`src/design/memory_region_profiler_macros.svh`:
```
// ----------------------------------------------------------------------------
// Memory region profiler assertion macros
// Clocked assertion helpers shared by the profiler RTL.
// ----------------------------------------------------------------------------
`ifndef MEMORY_REGION_PROFILER_MACROS_SVH
`define MEMORY_REGION_PROFILER_MACROS_SVH

// checked only outside reset
`define MRP_ASSERT(lbl, prop, msg) \
  lbl: assert property (@(posedge clk_i) disable iff (!rst_ni) prop) else $error(msg);

// checked during reset too
`define MRP_ASSERT_ALWAYS(lbl, prop, msg) \
  lbl: assert property (@(posedge clk_i) prop) else $error(msg);

`endif

```
`src/design/mrp_ram.sv`:
```
// ----------------------------------------------------------------------------
// Generic RAM
// One write port, one read port with registered read data.
// ----------------------------------------------------------------------------
`timescale 1ns / 1ps

module mrp_ram #(
  parameter int WIDTH = 8,
  parameter int DEPTH = 64
) (
  input  logic                     clk_i,
  input  logic                     we_i,
  input  logic [$clog2(DEPTH)-1:0] waddr_i,
  input  logic [WIDTH-1:0]         wdata_i,
  input  logic [$clog2(DEPTH)-1:0] raddr_i,
  output logic [WIDTH-1:0]         rdata_o
);

  logic [WIDTH-1:0] mem_q [DEPTH];
  logic [WIDTH-1:0] rdata_q;

  always_ff @(posedge clk_i) begin
    if (we_i) begin
      mem_q[waddr_i] <= wdata_i;
    end
    rdata_q <= mem_q[raddr_i];
  end

  assign rdata_o = rdata_q;

endmodule

```
`config.mk`:
```
export PLATFORM = sky130hd
export DESIGN_NAME = mrp_ram
export DESIGN_NICKNAME = d
export VERILOG_FILES = /design/src/design/memory_region_profiler_macros.svh /design/src/design/mrp_ram.sv
export SDC_FILE = /design/constraint.sdc
export NUM_CORES = 1
export LEC_CHECK = 0
export BUFFER_PORTS_ARGS = -buffer_cell sky130_fd_sc_hd__buf_2
export CELL_PAD_IN_SITES_DETAIL_PLACEMENT = 0
export CELL_PAD_IN_SITES_GLOBAL_PLACEMENT = 1
export CORE_MARGIN = 2
export CORE_UTILIZATION = 45
export CTS_CLUSTER_DIAMETER = 120
export CTS_CLUSTER_SIZE = 8
export DETAILED_ROUTE_END_ITERATION = 8
export PLACE_DENSITY = 0.77
export SYNTH_ARGS = -nofsm -noshare
export SYNTH_HDL_FRONTEND = slang
export SYNTH_SLANG_ARGS = --single-unit
```
`constraint.sdc`:
```
create_clock -name clk_i -period 6.8 [get_ports clk_i]
set_clock_uncertainty 0.1 [all_clocks]
set_input_delay 1.36 -clock clk_i [delete_from_list [all_inputs] [get_ports clk_i]]
set_output_delay 1.36 -clock clk_i [all_outputs]
set_load 0.05 [all_outputs]
```
==> results of run 1 <==
==> where the power goes <==
part / switching (mW) / leakage, nW / internal [mW]
Sequential: 0.0149 / 4.67 / 3.56
Clock: 1.28 / 1.00 / 2.03
Combinational: 0.215 / 1.46 / 0.117
==> per-layer routing <==
layer / vias to the layer above / part of all wire / wire [um] / track usage
met5: - / 0.00029 / 13 / 0
met4: 2 / 0.027 / 1210 / 0.0713
met3: 69 / 0.074 / 3330 / 0.0375
met2: 398 / 0.48 / 21600 / 0.306
met1: 5168 / 0.42 / 18600 / 0.282
li1: 4059 / - / - / -
==> tightest hold or removal path, cell delays in order (launching register included) <==
cell and delay (ps):
edfxtp_1 310, mux4_2 220, o22ai_1 70, nand2_1 70, o2bb2ai_1 100
==> flip-flops by register name, indices dropped and copies added, names as in the netlist <==
signal	count
rdata_o	8
mem_q	512
==> cell usage in the layout (no fill, tap or decap), types with 13 or more instances in the layout <==
cell type,instances
clkbuf_16,76
nand2_1,19
edfxtp_1,512
clkbuf_1,31
nor2b_1,14
nand3_1,13
mux4_2,126
mux2i_1,23
mux2_2,13
nor2_1,83
buf_2,26
buf_4,15
==> worst max path at each step <==
stage,start,end,slack (ps),cells after the start
after floorplan,raddr_i[1],rdata_o[3]$_DFF_P_,3670,7
after global placement,raddr_i[0],rdata_o[2]$_DFF_P_,2410,7
after detailed placement,raddr_i[0],rdata_o[2]$_DFF_P_,2360,7
after CTS,raddr_i[0],rdata_o[2]$_DFF_P_,2970,7
after global routing,raddr_i[0],rdata_o[2]$_DFF_P_,2800,7
final,raddr_i[0],rdata_o[2]$_DFF_P_,3010,7
==> kinds of logic after synthesis <==
logic type             count (synthesis)  synth area share
AO/OA/AOI/OAI                         54            0.0207
buffers and inverters                 51            0.0157
flip-flops                           520             0.770
multiplexers                         162             0.159
AND/OR/NAND/NOR                      153            0.0339
==> layout make-up <==
type	instances	area [um2]
Clock inverter	5	66.3
Timing Repair Buffer	42	256
Sequential cell	520	15500
Clock buffer	107	2020
Tap cell	592	741
Fill cell	3346	21300
Multi-Input combinational cell	369	4320
==> run summary, run 1 <==
start point of the worst hold path: mem_q[23][0]$_DFFE_PP_
total chip power: 7.21 mW
worst slew pin tran: 1260 ps
Post-route DRC: 0
hold_ws: 708 ps
critical path arrival: 4150 ps
Post-Synthesis Cell Area: 20200 um2
GRT Util Overall: 0.197
CP delay by family, top: buffers and inverters
Max Root-Sink Buffers: 3
Reg clk slew, reported paths: 50 ps
Crit Path Class: in -> reg
Final min period: 3790 ps
Worst Reg-to-Reg Cells: 5
Async S/R FF share, synth: 0
element type at the critical path end: register
n_diodes: 0
Yosys cell types: 40
clock latency on the worst-skew pair: 590 ps
area grow syn2layout: 13.7%
fin cells: 1635
Syn Nets: 962
Achievable Freq: 0.264 GHz
Mapped Cells: 940
vias in the first global route: 9948
io pins: 30
Worst slew margin: 0.158
core box area: 44200 um2
required time worst endpoint: 7160 ps
fin crit share: 0.558
CTS root buffer: clkbuf_16
drt initial violations: 1254
final instance area: 22900 um2
grt total ovfl: 0
area leader, netlist: edfxtp_1
vias per std cell: 5.93
Final Hold Viols: 0
Hold-fix buffers, CTS: 0
most frequent cell on the critical path: mux4_2
Resize count post-CTS: 0
Sum Neg Setup Slack: 0 ps
Final #Nets: 1029
layout cell share with drive strength beyond 1: 0.253
leakage power: 7.14 nW
post-CTS setup buffers: 0
Worst Hold Class: reg -> reg
maxcap violations: 0
Yosys reg bits: 520
first-pass GRT wire length: 66.7 mm
CTS tree: yes
placed cell count: 1523
Slew Limit Fails: 0
Max FO, Critical Path: 65
DR vias: 9696
Die H: 216 um
Synth Flop Type: edfxtp_1
YS warnings: 0
CTS Sinks: 520
htree depth: 3
CP Buf/Inv Count: 2
r2r setup slk: 4630 ps
Detail Route Antenna Nets: 0
worst vdd ir: 0.184 mV
syn_area_per_cell: 21.5 um2
RR Startpoint: mem_q[28][4]$_DFFE_PP_
WL final: 44.8 mm
pin count of the biggest net entering global routing: 66
detailed-placement wirelength estimate: 26.1 mm
cell-by-cell trace of the critical path: clkbuf_8 -> buf_4 -> mux4_2 -> mux4_2 -> nor2_1 -> nor3_1 -> o2bb2ai_1
post-layout utilization of the core: 0.519
# setup viols final: 0
count leader, synth: edfxtp_1
placed inst area: 20800 um2
Initial Util: 0.456
post-synthesis sequential area ratio: 0.770
reg2reg end: rdata_o[4]$_DFF_P_
GPL Wtd Cong: 0.774
unrepaired setup endpoints after global routing: no
status: completed
Worst Setup Start Kind: input pin
drt wl/cell: 27.4 um
initial antenna violation count: 1
total CTS buffers: 74
crit-path max cell delay: 640 ps
synth top area cells: edfxtp_1, mux4_2, nor2_1, mux2i_1, dfxtp_1
setup slack after layout: 3010 ps
Die Wd: 216 um
Die Footprint: 46500 um2
WHS Endpoint: rdata_o[0]$_DFF_P_
top cells by instance count after synthesis: edfxtp_1, mux4_2, nor2_1
dpl ws: 2360 ps
Crit-path slowest cell: buf_4
Post-synth EDFFs: 512
row count: 77
Port Buffers: 29
top cell type's share of synthesized area: 0.762
First-pass DRT Iterations: 5
Power Density: 314 nW/um2
Min-Delay Path Depth: 4
Power figures use the tool's default switching activity.
==> inputs of run 2 (changes only) <==
- PLACE_DENSITY: 0.77 -> 0.8
- clock period: 6.8 -> 3.35 ns (I/O delays scaled with it)
==> run summary, run 2 (synthesis results as in run 1) <==
Worst Reg-to-Reg Cells: 6
drt initial violations: 1278
Detail Route Antenna Nets: 0
Hold-fix buffers, CTS: 0
row count: 77
Die H: 216 um
Worst Setup EP: rdata_o[3]$_DFF_P_
leakage power: 7.63 nW
Die Wd: 216 um
hold_ws: 441 ps
unrepaired setup endpoints after global routing: no
detailed-placement wirelength estimate: 28.2 mm
First-pass DRT Iterations: 5
n_diodes: 0
post-CTS setup buffers: 0
Post-route DRC: 0
Max Root-Sink Buffers: 3
core box area: 44200 um2
grt total ovfl: 0
CTS Sinks: 520
Power Density: 618 nW/um2
Slew Limit Fails: 0
clock latency on the worst-skew pair: 580 ps
Min-Delay Path Depth: 3
Crit-path slowest cell: mux4_2
Final Hold Viols: 0
reg2reg end: rdata_o[6]$_DFF_P_
commonest cells after routing, fill and taps aside: edfxtp_1, mux4_2, buf_4, nor2_1, clkbuf_16
Reg clk slew, reported paths: 50 ps
WL final: 45.8 mm
Top reg by flops: mem_q
Final #Nets: 1121
worst vdd ir: 0.304 mV
Max FO, Critical Path: 21
RR Startpoint: mem_q[29][6]$_DFFE_PP_
Achievable Freq: 0.415 GHz
area grow syn2layout: 17.3%
drt wl/cell: 26.6 um
io pins: 30
pin count of the biggest net entering global routing: 65
element type at the critical path end: register
final instance area: 23700 um2
required time worst endpoint: 3690 ps
vias per std cell: 5.90
Worst Hold Class: in -> reg
CP startpoint: raddr_i[0]
CP delay by family, top: buffers and inverters
CTS root buffer: clkbuf_16
Port Buffers: 29
cell-by-cell trace of the critical path: clkbuf_8 -> buf_4 -> buf_4 -> mux4_2 -> a2111oi_0 -> buf_4 -> o41ai_1
Worst Setup Start Kind: input pin
fin crit share: 0.720
Largest register FFs: 512
Initial Util: 0.456
most frequent cell on the critical path: buf_4
CP Depth: 7
placed inst area: 21600 um2
r2r setup slk: 1140 ps
vias in the first global route: 10500
Worst slew margin: 0.220
Die Footprint: 46500 um2
first-pass GRT wire length: 69.0 mm
Crit Path Class: in -> reg
GPL Wtd Cong: 0.829
status: completed
Final min period: 2410 ps
DR vias: 10100
Sum Neg Setup Slack: 0 ps
critical path arrival: 2750 ps
GRT Util Overall: 0.202
worst slew pin tran: 1170 ps
# setup viols final: 0
crit-path max cell delay: 500 ps
initial antenna violation count: 0
maxcap violations: 0
commonest non-fill, non-tap cell in the layout: edfxtp_1
CTS tree: yes
layout cell share with drive strength beyond 1: 0.316
CP Buf/Inv Count: 4
htree depth: 3
fillers: 3250
total CTS buffers: 74
Resize count post-CTS: 0
run 2: cell types whose count changed in the layout (fill, tap and decap cells not counted), sizes merged:
cell    delta
buf       +92
clkbuf     -8
clkinv     -2
inv        +2
run 2: worst reg2reg max path, cell delays in order, from the launching register on:
cell	delay [ps]
edfxtp_1	370
mux4_2	470
mux2_2	270
o221a_2	290
nor3_1	350
buf_4	170
o32ai_1	70
run 2: how the worst min path moves through the flow:
| stage | from | slack [ps] | endpoint |
|---|---|---|---|
| floorplan | mem_q[34][0]$_DFFE_PP_ | 620 | rdata_o[0]$_DFF_P_ |
| global placement | mem_q[30][4]$_DFFE_PP_ | 740 | rdata_o[4]$_DFF_P_ |
| detailed placement | mem_q[27][4]$_DFFE_PP_ | 740 | rdata_o[4]$_DFF_P_ |
| CTS | raddr_i[5] | 410 | rdata_o[0]$_DFF_P_ |
| global route | raddr_i[5] | 450 | rdata_o[0]$_DFF_P_ |
| finish | raddr_i[5] | 440 | rdata_o[0]$_DFF_P_ |
run 2: cell type report:
| type | count | area [um2] | area share |
|---|---|---|---|
| multi-input cells | 369 | 4320 | 0.182 |
| well taps | 592 | 741 | 0.0313 |
| clock buffers | 99 | 1990 | 0.0841 |
| clock inverters | 5 | 62.6 | 0.00265 |
| flip-flops and latches | 520 | 15500 | 0.657 |
| repair buffers | 134 | 1010 | 0.0427 |
run 2: where the power goes:
group	switching, mW	total [mW]	leakage, nW	internal [mW]
Sequential	0.0253	7.25	4.67	7.22
Combinational	0.450	0.719	1.97	0.269
Clock	2.57	6.66	0.994	4.09
run 2: per-stage QoR:
step / total power [mW] / cells / setup WS (ps) / utilization
global placement: 8.07 / 1615 / 396 / 0.488
floorplan: 7.78 / 940 / 912 / -
global route: 15.0 / 1719 / 754 / 0.535
CTS: 14.7 / 1719 / 931 / 0.535
finish: 14.6 / 1719 / 938 / 0.535
detailed placement: 8.09 / 1615 / 348 / 0.488
run 2: layer usage:
layer	wire length (um)	track usage	share of wire
met1	18500	0.284	0.40
met5	0	0	0
met3	3840	0.0414	0.084
met2	21900	0.314	0.48
met4	1550	0.0791	0.034
==> inputs of run 3 (changes only) <==
- clock period: 3.35 -> 2.1 ns (I/O delays scaled with it)
==> run summary, run 3 (synthesis results as in run 1) <==
unrepaired setup endpoints after global routing: no
vias per std cell: 5.74
Final Hold Viols: 0
Top reg by flops: mem_q
Final #Nets: 1176
First-pass DRT Iterations: 5
Resize count post-CTS: 1
layout cell share with drive strength beyond 1: 0.347
CP startpoint: mem_q[21][6]$_DFFE_PP_
GRT Util Overall: 0.198
Power Density: 965 nW/um2
Die Footprint: 46500 um2
clock latency on the worst-skew pair: 570 ps
area of the multi-input gates: 4330 um2
fin crit share: 0.981
# setup viols final: 0
CTS Sinks: 520
Max Root-Sink Buffers: 3
io pins: 30
placed cell count: 1670
CP delay by family, top: multiplexers
row count: 77
DR vias: 10200
CTS root buffer: clkbuf_16
Achievable Freq: 0.485 GHz
Worst Hold Class: in -> reg
Initial Util: 0.456
CP Buf/Inv Count: 1
WL final: 45.1 mm
crit-path max cell delay: 480 ps
post-layout utilization of the core: 0.545
Largest register FFs: 512
maxcap violations: 0
leakage power: 7.90 nW
vias in the first global route: 10600
GPL Wtd Cong: 0.805
total CTS buffers: 74
element type at the critical path end: register
first-pass GRT wire length: 67.4 mm
fin cells: 1772
Max FO, Critical Path: 1
Worst Setup Start Kind: register
start point of the worst hold path: raddr_i[5]
initial antenna violation count: 2
flip-flop and latch area: 15500 um2
Die H: 216 um
cell-by-cell trace of the critical path: mux4_2 -> mux2_2 -> o221a_2 -> nor3_2 -> buf_4 -> o32ai_1
Die Wd: 216 um
Reg clk slew, reported paths: 50 ps
commonest non-fill, non-tap cell in the layout: edfxtp_1
post-CTS setup buffers: 0
Crit-path slowest cell: mux4_2
Hold-fix buffers, CTS: 0
htree depth: 3
drt initial violations: 986
status: completed
Crit Path Class: reg -> reg
fillers: 3217
grt total ovfl: 0
RR Startpoint: mem_q[21][6]$_DFFE_PP_
commonest cells after routing, fill and taps aside: edfxtp_1, buf_4, mux4_2, nor2_1, clkbuf_16
drt wl/cell: 25.5 um
Detail Route Antenna Nets: 0
Slew Limit Fails: 0
Post-route DRC: 0
CTS tree: yes
required time worst endpoint: 2450 ps
pin count of the biggest net entering global routing: 65
Port Buffers: 29
worst slew pin tran: 1240 ps
worst vdd ir: 0.589 mV
core box area: 44200 um2
critical path arrival: 2410 ps
Worst slew margin: 0.176
n_diodes: 0
Final min period: 2060 ps
area grow syn2layout: 19.5%
detailed-placement wirelength estimate: 28.1 mm
r2r setup slk: 40 ps
[run 3: changes by cell type in the layout (fill, tap and decap cells not counted), sizes merged]
cell,delta
buf,+55
clkbuf,+1
inv,-3
[run 3: layout make-up]
cell class	instances	area share
Sequential cell	520	0.645
Multi-Input combinational cell	369	0.180
Tap cell	592	0.0307
Timing Repair Buffer	189	0.0611
Clock inverter	2	0.00104
Clock buffer	100	0.0827
[run 3: final timing paths]
path                            cells after the start                 end
worst max-delay path                                6  rdata_o[6]$_DFF_P_
worst min register to register                      3  rdata_o[6]$_DFF_P_
worst max register to register                      6  rdata_o[6]$_DFF_P_
worst min-delay path                                3  rdata_o[2]$_DFF_P_
[run 3: worst min-delay path, cell delays in order]
cell	delay, ps
buf_2	220
nor3_1	100
o2bb2ai_1	110
[run 3: through the flow]
step / setup WS, ps / hold slack [ps] / setup TNS (ps) / power [mW] / area (um2)
6_report: 39.6 / 227 / 0 / 23.3 / 24100
5_1_grt: 1.04 / 256 / 0 / 24.0 / 24100
4_1_cts: 25.2 / 205 / 0 / 23.5 / 24100
3_5_place_dp: -517 / 713 / -3710 / 13.0 / 22100
3_3_place_gp: -471 / 715 / -3450 / 13.0 / 22100
2_1_floorplan: 5.24 / 419 / 0 / 12.4 / 20200
[run 3: power by group]
| group | internal (mW) | total (mW) | switching, mW |
|---|---|---|---|
| sequential | 11.5 | 11.6 | 0.0417 |
| combinational | 0.497 | 1.23 | 0.729 |
| clock | 6.49 | 10.5 | 3.98 |
[run 3: metal layers]
layer  wire [um]  track usage
met1       18200        0.269
met5          27            0
met3        3510       0.0421
met2       22400        0.322
met4        1020       0.0628
